File: config.mk
export PLATFORM = sky130hd
export DESIGN_NAME = insertion_sort_stage_with_overflow_unit_flat
export DESIGN_NICKNAME = d
export VERILOG_FILES = /design/src/iss_pkg.sv /design/src/iss_chan_if.sv /design/src/iss_ctrl.sv /design/src/iss_datapath.sv /design/src/insertion_sort_stage_with_overflow_unit.sv /design/src/flat_wrapper.sv
export SDC_FILE = /design/constraint.sdc
export NUM_CORES = 1
export LEC_CHECK = 0
export ABC_AREA = 1
export BUFFER_PORTS_ARGS = -buffer_cell sky130_fd_sc_hd__clkbuf_2
export CAP_MARGIN = 20
export CORE_MARGIN = 10
export CORE_UTILIZATION = 55
export DETAILED_ROUTE_END_ITERATION = 8
export PLACE_DENSITY = 0.75
export SKIP_CTS_REPAIR_TIMING = 1
export SLEW_MARGIN = 20
export SYNTH_ARGS = -nofsm -noshare
export SYNTH_HDL_FRONTEND = slang
export SYNTH_SLANG_ARGS = --single-unit
export TNS_END_PERCENT = 5
File: constraint.sdc
create_clock -name clock -period 1.6 [get_ports clock]
set_input_delay 0.24 -clock clock [delete_from_list [all_inputs] [get_ports clock]]
set_output_delay 0.24 -clock clock [all_outputs]
set_load 0.1 [all_outputs]
File: src/iss_pkg.sv
// Package for the insertion sort stage: word types, codes, controller types and defaults.
package iss_pkg;

   localparam int SLOTS_DEFAULT = 10;
   localparam int VALUE_WIDTH_DEFAULT = 32;
   localparam int WORD_WIDTH = 32;

   localparam logic KIND_VALUE = 1'b0;
   localparam logic KIND_END = 1'b1;

   localparam logic [1:0] RK_OVERFLOW = 2'd0;
   localparam logic [1:0] RK_ELEMENT = 2'd1;
   localparam logic [1:0] RK_END = 2'd2;

   typedef struct packed {
      logic kind;
      logic signed [WORD_WIDTH-1:0] value;
   } req_word_type;

   typedef struct packed {
      logic [1:0] result_kind;
      logic signed [WORD_WIDTH-1:0] result_value;
      logic last;
   } rsp_word_type;

   typedef enum logic {
      ST_IDLE,
      ST_FLUSH
   } iss_state_type;

   typedef struct packed {
      logic insert;
      logic emit_elem;
      logic emit_end;
      logic idx_clr;
   } iss_cmd_type;

   typedef struct packed {
      logic out_free;
      logic elem_avail;
   } iss_status_type;

endpackage

File: src/iss_chan_if.sv
// Valid/ready channel interface that carries one word per handshake.
interface iss_chan_if #(
   parameter type word_type = logic
);
   logic valid;
   logic ready;
   word_type word;

   modport source (output valid, output word, input ready);
   modport sink (input valid, input word, output ready);
endinterface

File: src/iss_ctrl.sv
// Controller state machine of the insertion sort stage.
module iss_ctrl
   import iss_pkg::*;
(
   input logic clock,
   input logic reset,
   input logic req_valid,
   input logic req_kind,
   input iss_status_type status,
   output logic req_ready,
   output iss_cmd_type cmd
);

   iss_state_type state_ff;
   iss_state_type state_in;
   logic accept;

   assign accept = req_valid && req_ready;

   always_ff @(posedge clock) begin
      if (reset) begin
         state_ff <= ST_IDLE;
      end else begin
         state_ff <= state_in;
      end
   end

   always_comb begin
      state_in = state_ff;
      unique case (state_ff)
         ST_IDLE: begin
            if (accept && req_kind == KIND_END) begin
               state_in = ST_FLUSH;
            end
         end
         ST_FLUSH: begin
            if (status.out_free && !status.elem_avail) begin
               state_in = ST_IDLE;
            end
         end
         default: state_in = ST_IDLE;
      endcase
   end

   always_comb begin
      req_ready = 1'b0;
      cmd = '0;
      unique case (state_ff)
         ST_IDLE: begin
            req_ready = status.out_free;
            cmd.insert = accept && req_kind == KIND_VALUE;
            cmd.idx_clr = accept && req_kind == KIND_END;
         end
         ST_FLUSH: begin
            cmd.emit_elem = status.out_free && status.elem_avail;
            cmd.emit_end = status.out_free && !status.elem_avail;
         end
         default: begin
            req_ready = 1'b0;
         end
      endcase
   end

endmodule

File: src/iss_datapath.sv
// Datapath of the insertion sort stage: sorted slots, flush index and output register.
module iss_datapath
   import iss_pkg::*;
#(
   parameter int SLOTS = SLOTS_DEFAULT,
   parameter int VALUE_WIDTH = VALUE_WIDTH_DEFAULT
) (
   input logic clock,
   input logic reset,
   input logic signed [WORD_WIDTH-1:0] req_value,
   input iss_cmd_type cmd,
   input logic rsp_ready,
   output iss_status_type status,
   output logic rsp_valid,
   output rsp_word_type rsp_word
);

   localparam int CW = $clog2(SLOTS + 1);
   localparam int IW = (SLOTS > 1) ? $clog2(SLOTS) : 1;

   logic [VALUE_WIDTH-1:0] slot_ff [SLOTS];
   logic [VALUE_WIDTH-1:0] slot_in [SLOTS];
   logic [SLOTS-1:0] valid_ff;
   logic [SLOTS-1:0] valid_in;
   logic [SLOTS-1:0] gt;
   logic [SLOTS-1:0] take;
   logic [CW-1:0] idx_ff;
   logic [CW-1:0] idx_in;
   logic rsp_valid_ff;
   logic rsp_valid_in;
   rsp_word_type rsp_word_ff;
   rsp_word_type rsp_word_in;
   logic [VALUE_WIDTH-1:0] in_val;
   logic [VALUE_WIDTH-1:0] ovf_val;
   logic [VALUE_WIDTH-1:0] sel_val;
   logic [WORD_WIDTH-1:0] sel_word;
   logic full;

   // Stored values are VALUE_WIDTH bits; the channel words are always 32 bits.
   if (VALUE_WIDTH <= WORD_WIDTH) begin : g_narrow
      assign in_val = req_value[VALUE_WIDTH-1:0];
      assign sel_word = {{(WORD_WIDTH - VALUE_WIDTH){1'b0}}, sel_val};
   end else begin : g_wide
      assign in_val = {{(VALUE_WIDTH - WORD_WIDTH){1'b0}}, req_value};
      assign sel_word = sel_val[WORD_WIDTH-1:0];
   end

   assign full = valid_ff[SLOTS-1];

   // Every slot compares against the incoming value at once. Slots above the
   // insertion point take their lower neighbor, the insertion point takes the value.
   for (genvar i = 0; i < SLOTS; i++) begin : g_slot
      assign gt[i] = valid_ff[i] && ($signed(slot_ff[i]) > $signed(in_val));
      if (i == 0) begin : g_first
         assign take[i] = gt[i] || !valid_ff[i];
         assign slot_in[i] = take[i] ? in_val : slot_ff[i];
      end else begin : g_rest
         assign take[i] = gt[i] || (!valid_ff[i] && valid_ff[i-1]);
         assign slot_in[i] = !take[i] ? slot_ff[i] : (gt[i-1] ? slot_ff[i-1] : in_val);
      end
   end

   assign ovf_val = gt[SLOTS-1] ? slot_ff[SLOTS-1] : in_val;
   assign sel_val = cmd.emit_elem ? slot_ff[idx_ff[IW-1:0]] : ovf_val;

   always_comb begin
      valid_in = valid_ff;
      if (cmd.insert && !full) begin
         valid_in = (valid_ff << 1) | SLOTS'(1);
      end else if (cmd.emit_end) begin
         valid_in = '0;
      end
   end

   always_comb begin
      idx_in = idx_ff;
      if (cmd.idx_clr) begin
         idx_in = '0;
      end else if (cmd.emit_elem) begin
         idx_in = idx_ff + CW'(1);
      end
   end

   always_comb begin
      rsp_valid_in = rsp_valid_ff && !rsp_ready;
      rsp_word_in = rsp_word_ff;
      if (cmd.insert && full) begin
         rsp_valid_in = 1'b1;
         rsp_word_in.result_kind = RK_OVERFLOW;
         rsp_word_in.result_value = sel_word;
         rsp_word_in.last = 1'b1;
      end else if (cmd.emit_elem) begin
         rsp_valid_in = 1'b1;
         rsp_word_in.result_kind = RK_ELEMENT;
         rsp_word_in.result_value = sel_word;
         rsp_word_in.last = 1'b0;
      end else if (cmd.emit_end) begin
         rsp_valid_in = 1'b1;
         rsp_word_in.result_kind = RK_END;
         rsp_word_in.result_value = '0;
         rsp_word_in.last = 1'b1;
      end
   end

   always_ff @(posedge clock) begin
      if (reset) begin
         valid_ff <= '0;
         idx_ff <= '0;
         rsp_valid_ff <= 1'b0;
      end else begin
         valid_ff <= valid_in;
         idx_ff <= idx_in;
         rsp_valid_ff <= rsp_valid_in;
      end
   end

   always_ff @(posedge clock) begin
      rsp_word_ff <= rsp_word_in;
      if (cmd.insert) begin
         for (int i = 0; i < SLOTS; i++) begin
            slot_ff[i] <= slot_in[i];
         end
      end
   end

   assign status.out_free = !rsp_valid_ff || rsp_ready;
   assign status.elem_avail = (idx_ff < CW'(SLOTS)) && valid_ff[idx_ff[IW-1:0]];

   assign rsp_valid = rsp_valid_ff;
   assign rsp_word = rsp_word_ff;

endmodule

File: src/insertion_sort_stage_with_overflow_unit.sv
// Top level of one insertion sort stage with overflow to the next stage.
//
//   Channel   Direction  Word fields                         Purpose
//   req_chan  in         kind, value                         values to insert, end of stream
//   rsp_chan  out        result_kind, result_value, last     overflow, flushed values, end marker
//
// All slots compare and shift in parallel on a value word, so a new value can
// be accepted every cycle while the output register is free. An end word starts
// a flush that walks the stored values one per cycle, while the output register
// is free, through the single output register and then loads the end marker; no
// word is accepted until the end marker is loaded. A result word that waits
// untaken in the output register stalls every input word, even a value that
// makes no result. Synchronous reset empties the store.
module insertion_sort_stage_with_overflow_unit
   import iss_pkg::*;
#(
   parameter int SLOTS = SLOTS_DEFAULT,
   parameter int VALUE_WIDTH = VALUE_WIDTH_DEFAULT
) (
   input logic clock,
   input logic reset,
   iss_chan_if.sink req_chan,
   iss_chan_if.source rsp_chan
);

   iss_cmd_type cmd;
   iss_status_type status;
   req_word_type req_word;
   rsp_word_type rsp_word;

   // The request word is unpacked here so that its kind steers the controller
   // and its value feeds the slot comparators.
   assign req_word = req_chan.word;

   // The controller sequences the flush and gates acceptance on the output
   // register being free or being drained this cycle.
   iss_ctrl u_ctrl (
      .clock     (clock),
      .reset     (reset),
      .req_valid (req_chan.valid),
      .req_kind  (req_word.kind),
      .status    (status),
      .req_ready (req_chan.ready),
      .cmd       (cmd)
   );

   // The datapath holds the sorted slots with their valid bits, the flush
   // index and the registered result word.
   iss_datapath #(
      .SLOTS       (SLOTS),
      .VALUE_WIDTH (VALUE_WIDTH)
   ) u_datapath (
      .clock     (clock),
      .reset     (reset),
      .req_value (req_word.value),
      .cmd       (cmd),
      .rsp_ready (rsp_chan.ready),
      .status    (status),
      .rsp_valid (rsp_chan.valid),
      .rsp_word  (rsp_word)
   );

   assign rsp_chan.word = rsp_word;

endmodule
File: src/flat_wrapper.sv
// flat-port wrapper written by rule: the top's interface ports become plain ports
module insertion_sort_stage_with_overflow_unit_flat import iss_pkg::*;
#(
   parameter int SLOTS = SLOTS_DEFAULT,
   parameter int VALUE_WIDTH = VALUE_WIDTH_DEFAULT
)
  (clock, reset, req_chan_valid, req_chan_word, req_chan_ready, rsp_chan_valid, rsp_chan_word, rsp_chan_ready);
  iss_chan_if req_chan_i ();
  iss_chan_if rsp_chan_i ();
  input logic clock;
  input logic reset;
  input wire logic [$bits(req_chan_i.valid)-1:0] req_chan_valid;
  input wire logic [$bits(req_chan_i.word)-1:0] req_chan_word;
  output wire logic [$bits(req_chan_i.ready)-1:0] req_chan_ready;
  output wire logic [$bits(rsp_chan_i.valid)-1:0] rsp_chan_valid;
  output wire logic [$bits(rsp_chan_i.word)-1:0] rsp_chan_word;
  input wire logic [$bits(rsp_chan_i.ready)-1:0] rsp_chan_ready;
  assign req_chan_i.valid = req_chan_valid;
  assign req_chan_i.word = req_chan_word;
  assign req_chan_ready = req_chan_i.ready;
  assign rsp_chan_valid = rsp_chan_i.valid;
  assign rsp_chan_word = rsp_chan_i.word;
  assign rsp_chan_i.ready = rsp_chan_ready;
  insertion_sort_stage_with_overflow_unit #(.SLOTS(SLOTS), .VALUE_WIDTH(VALUE_WIDTH)) u_core (.clock(clock), .reset(reset), .req_chan(req_chan_i), .rsp_chan(rsp_chan_i));
endmodule
=== Word level (Yosys, flattened, before mapping) ===
Index checks and enable logic that the tools add are counted.

* Input bits: 5
* Register bits after elaboration: 17
* Output and inout bits: 3
* Word-level logic and storage cells: 37

* Add/sub/neg operators: 1
* Bitwise gates (word level): 1
* Order comparisons: 2
* Reduce and logical (&&, ||, !) cells: 14
* Muxes and demuxes: 14

{| class="wikitable"
|+ Operator list
! kind !! count
|-
| 2-to-1 mux 10 bit || 2
|-
| 2-to-1 mux 1 bit || 9
|-
| logical AND 1 bit || 7
|-
| less-than comparator 4 x 5 -> 1 bit (second input constant) || 1
|-
| adder 4 x 1 -> 4 bit (second input constant) || 1
|-
| binary-select mux 1 bit (select 4 bit) || 1
|-
| logical NOT 1 bit || 4
|-
| less-than comparator 4 bit (second input constant) || 1
|-
| nonzero test 2 bit || 2
|-
| 2-to-1 mux 2 bit || 1
|-
| one-hot mux 1 bit (2 select lines) || 1
|-
| logical OR 1 bit || 1
|-
| NOT 1 bit || 1
|}

=== Depth between registers and ports, before layout ===
* Word-level depth: 9
* Mapped depth: 10
* Gate-level depth less buffers: 10

=== By module ===
Synthesis repeated with hierarchy kept, for this count alone.

* Cells, all modules: 3334
* Area total of the unflattened synthesis: 27316.2 µm²

{| class="wikitable"
|+ By module, submodules not included
! module !! cells each !! seq. area each (µm²) !! area an instance (µm²) !! times used
|-
| iss_datapath || 3319 || 11010.6 || 27236.1 || 1
|-
| iss_ctrl || 14 || 20.0 || 76.3 || 1
|-
| insertion_sort_stage_with_overflow_unit || 1 || 0.0 || 3.8 || 1
|}

=== Least setup slack after synthesis ===
OpenSTA, ideal clock, no wires.

* Path kind: register -> register
* Start: register u_core.u_datapath.rsp_valid_ff (netlist: u_core.u_datapath.rsp_valid)
* End: register u_core.u_datapath.valid_ff[2]
* Setup time: 0.070 ns
* Data required time: 1.530 ns
* Arrival: 3.289 ns
* Clock period less this slack: 3.359 ns
* Setup slack: -1.759 ns
* Buffers on the path: 0
* Cell stages (with the launch flop): 6
* Cell sequence: dfxtp_1 a21oi_1 nand3_2 clkinv_1 nand2_1 a21oi_1

* Cells in the longest elaborated chain, start to end: 7
* Elaborated cells on any way between the ends: 10
* Those cells by class: mux (4); reduce/logical (6)

{| class="wikitable"
|+ RTL lines
! what !! RTL line !! RTL
|-
| from (decl) || iss_datapath.sv:29 || <nowiki>logic rsp_valid_ff;</nowiki>
|-
| from (signal assigned) || iss_datapath.sv:113 || <nowiki>rsp_valid_ff <= rsp_valid_in;</nowiki>
|-
| logical NOT 1 bit (*) || iss_datapath.sv:126 || <nowiki>assign status.out_free = !rsp_valid_ff || rsp_ready;</nowiki>
|-
| logical OR 1 bit (*) || iss_datapath.sv:126 ||
|-
| 2-to-1 mux 1 bit (*) || iss_ctrl.sv:48 || <nowiki>unique case (state_ff)</nowiki>
|-
| named net req_chan_ready || flat_wrapper.sv:14 || <nowiki>output wire logic [$bits(req_chan_i.ready)-1:0] req_chan_ready;</nowiki>
|-
| logical AND 1 bit (*) || iss_ctrl.sv:18 || <nowiki>assign accept = req_valid && req_ready;</nowiki>
|-
| 2-to-1 mux 1 bit (*) || iss_ctrl.sv:48 ||
|-
| logical AND 1 bit (*) || iss_datapath.sv:68 || <nowiki>if (cmd.insert && !full) begin</nowiki>
|-
| 2-to-1 mux 10 bit or nonzero test 2 bit (tied branches) || n/a ||
|-
| to (signal assigned) || iss_datapath.sv:111 || <nowiki>valid_ff <= valid_in;</nowiki>
|-
| to (decl) || iss_datapath.sv:23 || <nowiki>logic [SLOTS-1:0] valid_ff;</nowiki>
|}

Mark *: on every way through the listed nets, which the timed path passes. The rest lies on a longest branch.
A chain may end at the register's enable or synchronous reset.

=== Final worst setup path ===
* Start: register u_core.u_datapath.idx_ff[0]
* End: register u_core.u_datapath.idx_ff[0]

* Cells in the longest elaborated chain, start to end: 5
* Elaborated cells on any way between the ends: 7
* Those cells by class: add/sub (1); order compare (1); mux (3); reduce/logical (2)

{| class="wikitable"
|+ RTL lines
! what !! RTL line !! RTL
|-
| from (decl) || iss_datapath.sv:27 || <nowiki>logic [CW-1:0] idx_ff;</nowiki>
|-
| from (signal assigned) || iss_datapath.sv:112 || <nowiki>idx_ff <= idx_in;</nowiki>
|-
| binary-select mux 1 bit (select 4 bit) || iss_datapath.sv:127 || <nowiki>assign status.elem_avail = (idx_ff < CW'(SLOTS)) && valid_ff[idx_ff[IW-1:0]];</nowiki>
|-
| 2-to-1 mux 1 bit (not written as such) || iss_datapath.sv:127 ||
|-
| logical AND 1 bit || iss_datapath.sv:127 ||
|-
| logical AND 1 bit || iss_ctrl.sv:55 || <nowiki>cmd.emit_elem = status.out_free && status.elem_avail;</nowiki>
|-
| 2-to-1 mux 2 bit || iss_ctrl.sv:48 ||
|}

Several ways; a longest one is shown, not always the timed one. The select of a mux whose other input is x is not followed.

==> flow_summary.toml <==
[run_status]
status = "finished, final reports clean"

[global_route]
grt_pass1_vias = 625
gr-total-overflow = 0
grt_pass1_wl_mm = 2.559
met3_usage = 0.03648
grtUsageTotal = 0.09435
antenna_found_initial = 0
grt.busiest_layer = "met2"
grt_max_degree = 15
met2_usage = 0.1275
grtUsageMet1 = 0.1130

[run]
drv_cap = 0

[floorplanning]
die_area_um2 = 3423
coreArea_um2 = 1350
io_pins = 8
die_y_um = 58.51
num_rows = 13
start_util = 0.6043
die_w_um = 58.51

[timing]
fmax_mhz = 717.2
final_hold_viol_count = 0
timing.setup.tns_ns = 0
skew_ns = 0.002177
grt_setup_unrepaired = "false"
fin_crit_sh = 0.8714
slew_headroom = 0.6392
worst_slew_pin_slew_ns = 0.5436
finalMaxSlewViolations = 0
fin_ws_ns = 0.2058
period_needed_ns = 1.394
final-setup-viol-count = 0

[worst_setup_path]
start_kind = "register"
timing.rr.end = "u_core.u_datapath.idx_ff[0]"
r2r_cells = 10
crit_fanout = 5
criticalPathCategory = "reg2reg"
critical_path.startpoint = "u_core.u_datapath.idx_ff[0]"
crit_path_end_kind = "register"
rrSetupSlack_ns = 0.21
crit_required_ns = 1.79
reg2reg_from = "u_core.u_datapath.idx_ff[0]"
critPathArrivalTime_ns = 1.58

[yosys]
ys_warn_count = 0
syn-cell-area_um2 = 815.8
synthCells = 114
synth_top_area_frac = 0.4172
synth.distinct_cells = 20
yosys-top-cells-area = "dfxtp_1 42%, nand3_1 12%, nand2_1 11%, a21oi_1 8.0%, inv_1 6.9%"
syn_nets = 120
syn_avg_cell_area_um2 = 7.156
synth-seq-cells = 17
ys_seq_area_frac = 0.4172
yosys.area.top_type = "dfxtp_1"

[worst_hold_path]
worstHoldPathCells = 3
hold_path_class = "in2reg"
worstHoldStart = "req_chan_valid"
min_to = "u_core.u_datapath.rsp_valid"

[placement]
port_buffers = 6
place_inst = 133
dp_slack_ns = 0.1508
dp_hpwl_mm = 1.112
gp_congestion = 0.7693

[power]
power_leakage_uw = 0.0003812
powerDensity_nw_per_um2 = 746.2
vdd_ir_drop_max_v = 0.0006967

[cts]
cts.path.max_buffers = 2
cts_root_buf = "clkbuf_4"
clk_pin_slew_ns = 0.09
insertion_delay_ns = 0.29
cts.sink_count = 17
cts_made_buffers = 3
htreeDepth = 1
tritoncts = "done"

[drt]
wl_per_cell_um = 10.65
ant_nets = 0
drc = 0
viasPerCell = 5.277
drtPass1Iterations = 4
drt-initial-drc-count = 5
routed_wl_mm = 1.459
dr_total_vias = 723

[finish]
layout_commonest_cell = "nand2_1"
instances_no_fill = 137
area_delta_synth_final_pct = 13.96
fin_nets = 129
layout-drive-gt1-share = 0.1803
layout_common_cells = "24 x nand2_1, 19 x nand3_1, 15 x inv_1, 15 x dfxtp_1, 12 x a21oi_1"
diodes = 0
state kept, by name, summed over array words and instances, names as in the netlist:
name / count
u_core.u_ctrl.state_ff: 1
u_core.u_datapath.idx_ff: 4
u_core.u_datapath.rsp_valid: 1
u_core.u_datapath.rsp_word: 1
u_core.u_datapath.valid_ff: 10
worst max-delay path: stages (launching register included):
cell     delay, ns
dfxtp_2       0.38
buf_4         0.13
nor2_1        0.04
nor2_1        0.08
nand2_1       0.07
nand3_2       0.06
nand3_2       0.11
nand2_2       0.11
nand2_2       0.09
o21ai_0       0.17
nor2_1        0.05
metrics by stage:
stage                     total power [µW]  instance area (µm²)  utilization  hold slack [ns]
after floorplan                      465.1                843.3            -           0.3024
after global placement               475.5                894.6       0.6627           0.4571
after detailed placement             476.6                894.6       0.6627           0.4710
after CTS                            698.2                920.9       0.6821           0.2596
after global routing                 722.3                929.6       0.6886           0.2837
final                                693.7                929.6       0.6886           0.2604
worst max path at each step:
stage | depth (start not counted) | end | slack, ns
finish | 10 | u_core.u_datapath.idx_ff[0] | 0.21
global route | 10 | u_core.u_datapath.idx_ff[0] | 0.05
CTS | 8 | u_core.u_datapath.valid_ff[2] | 0.12
detailed placement | 8 | u_core.u_datapath.valid_ff[2] | 0.15
global placement | 8 | u_core.u_datapath.valid_ff[2] | 0.16
floorplan | 5 | u_core.u_datapath.valid_ff[2] | -0.04
synthesized netlist by cell type:
cell type / count
inv_2: 1
a21oi_1: 13
xor2_1: 2
nand2_2: 2
o21ai_1: 2
nand3_2: 4
nor2_1: 6
dfxtp_1: 17
ha_1: 1
inv_1: 15
nand2_1: 24
clkbuf_2: 1
buf_6: 1
nand3_1: 19
or2_0: 1
clkinv_1: 1
clkbuf_1: 1
o21ai_0: 1
nand4_1: 1
a21oi_2: 1
layout make-up:
| cell class | instances | area, µm² |
|---|---|---|
| clock buffers | 4 | 26.28 |
| multi-input cells | 77 | 417.9 |
| repair buffers | 7 | 52.55 |
| well taps | 15 | 18.77 |
| fillers | 125 | 420.4 |
| inverters | 17 | 68.82 |
| flip-flops and latches | 17 | 345.3 |
kinds of logic (layout without fill, tap and decap cells):
kind of cell,count (synthesis),in the layout,share of synthesized area
compound gates,17,17,0.1089
simple gates,57,57,0.3344
flops,17,17,0.4172
buf+inv,20,28,0.1027
xor+xnor,2,2,0.02148
fa+ha+maj,1,1,0.01533
layer usage:
layer / vias up / share of wire
li1: 385 / -
met1: 317 / 0.47
met2: 17 / 0.42
met3: 4 / 0.082
met4: 0 / 0.030
met5: - / 0
where the power goes:
part | switching, µW | internal [µW]
clock | 130 | 96.9
combinational | 27.1 | 12.2
sequential | 2.64 | 425
Power figures use the tool's default switching activity.
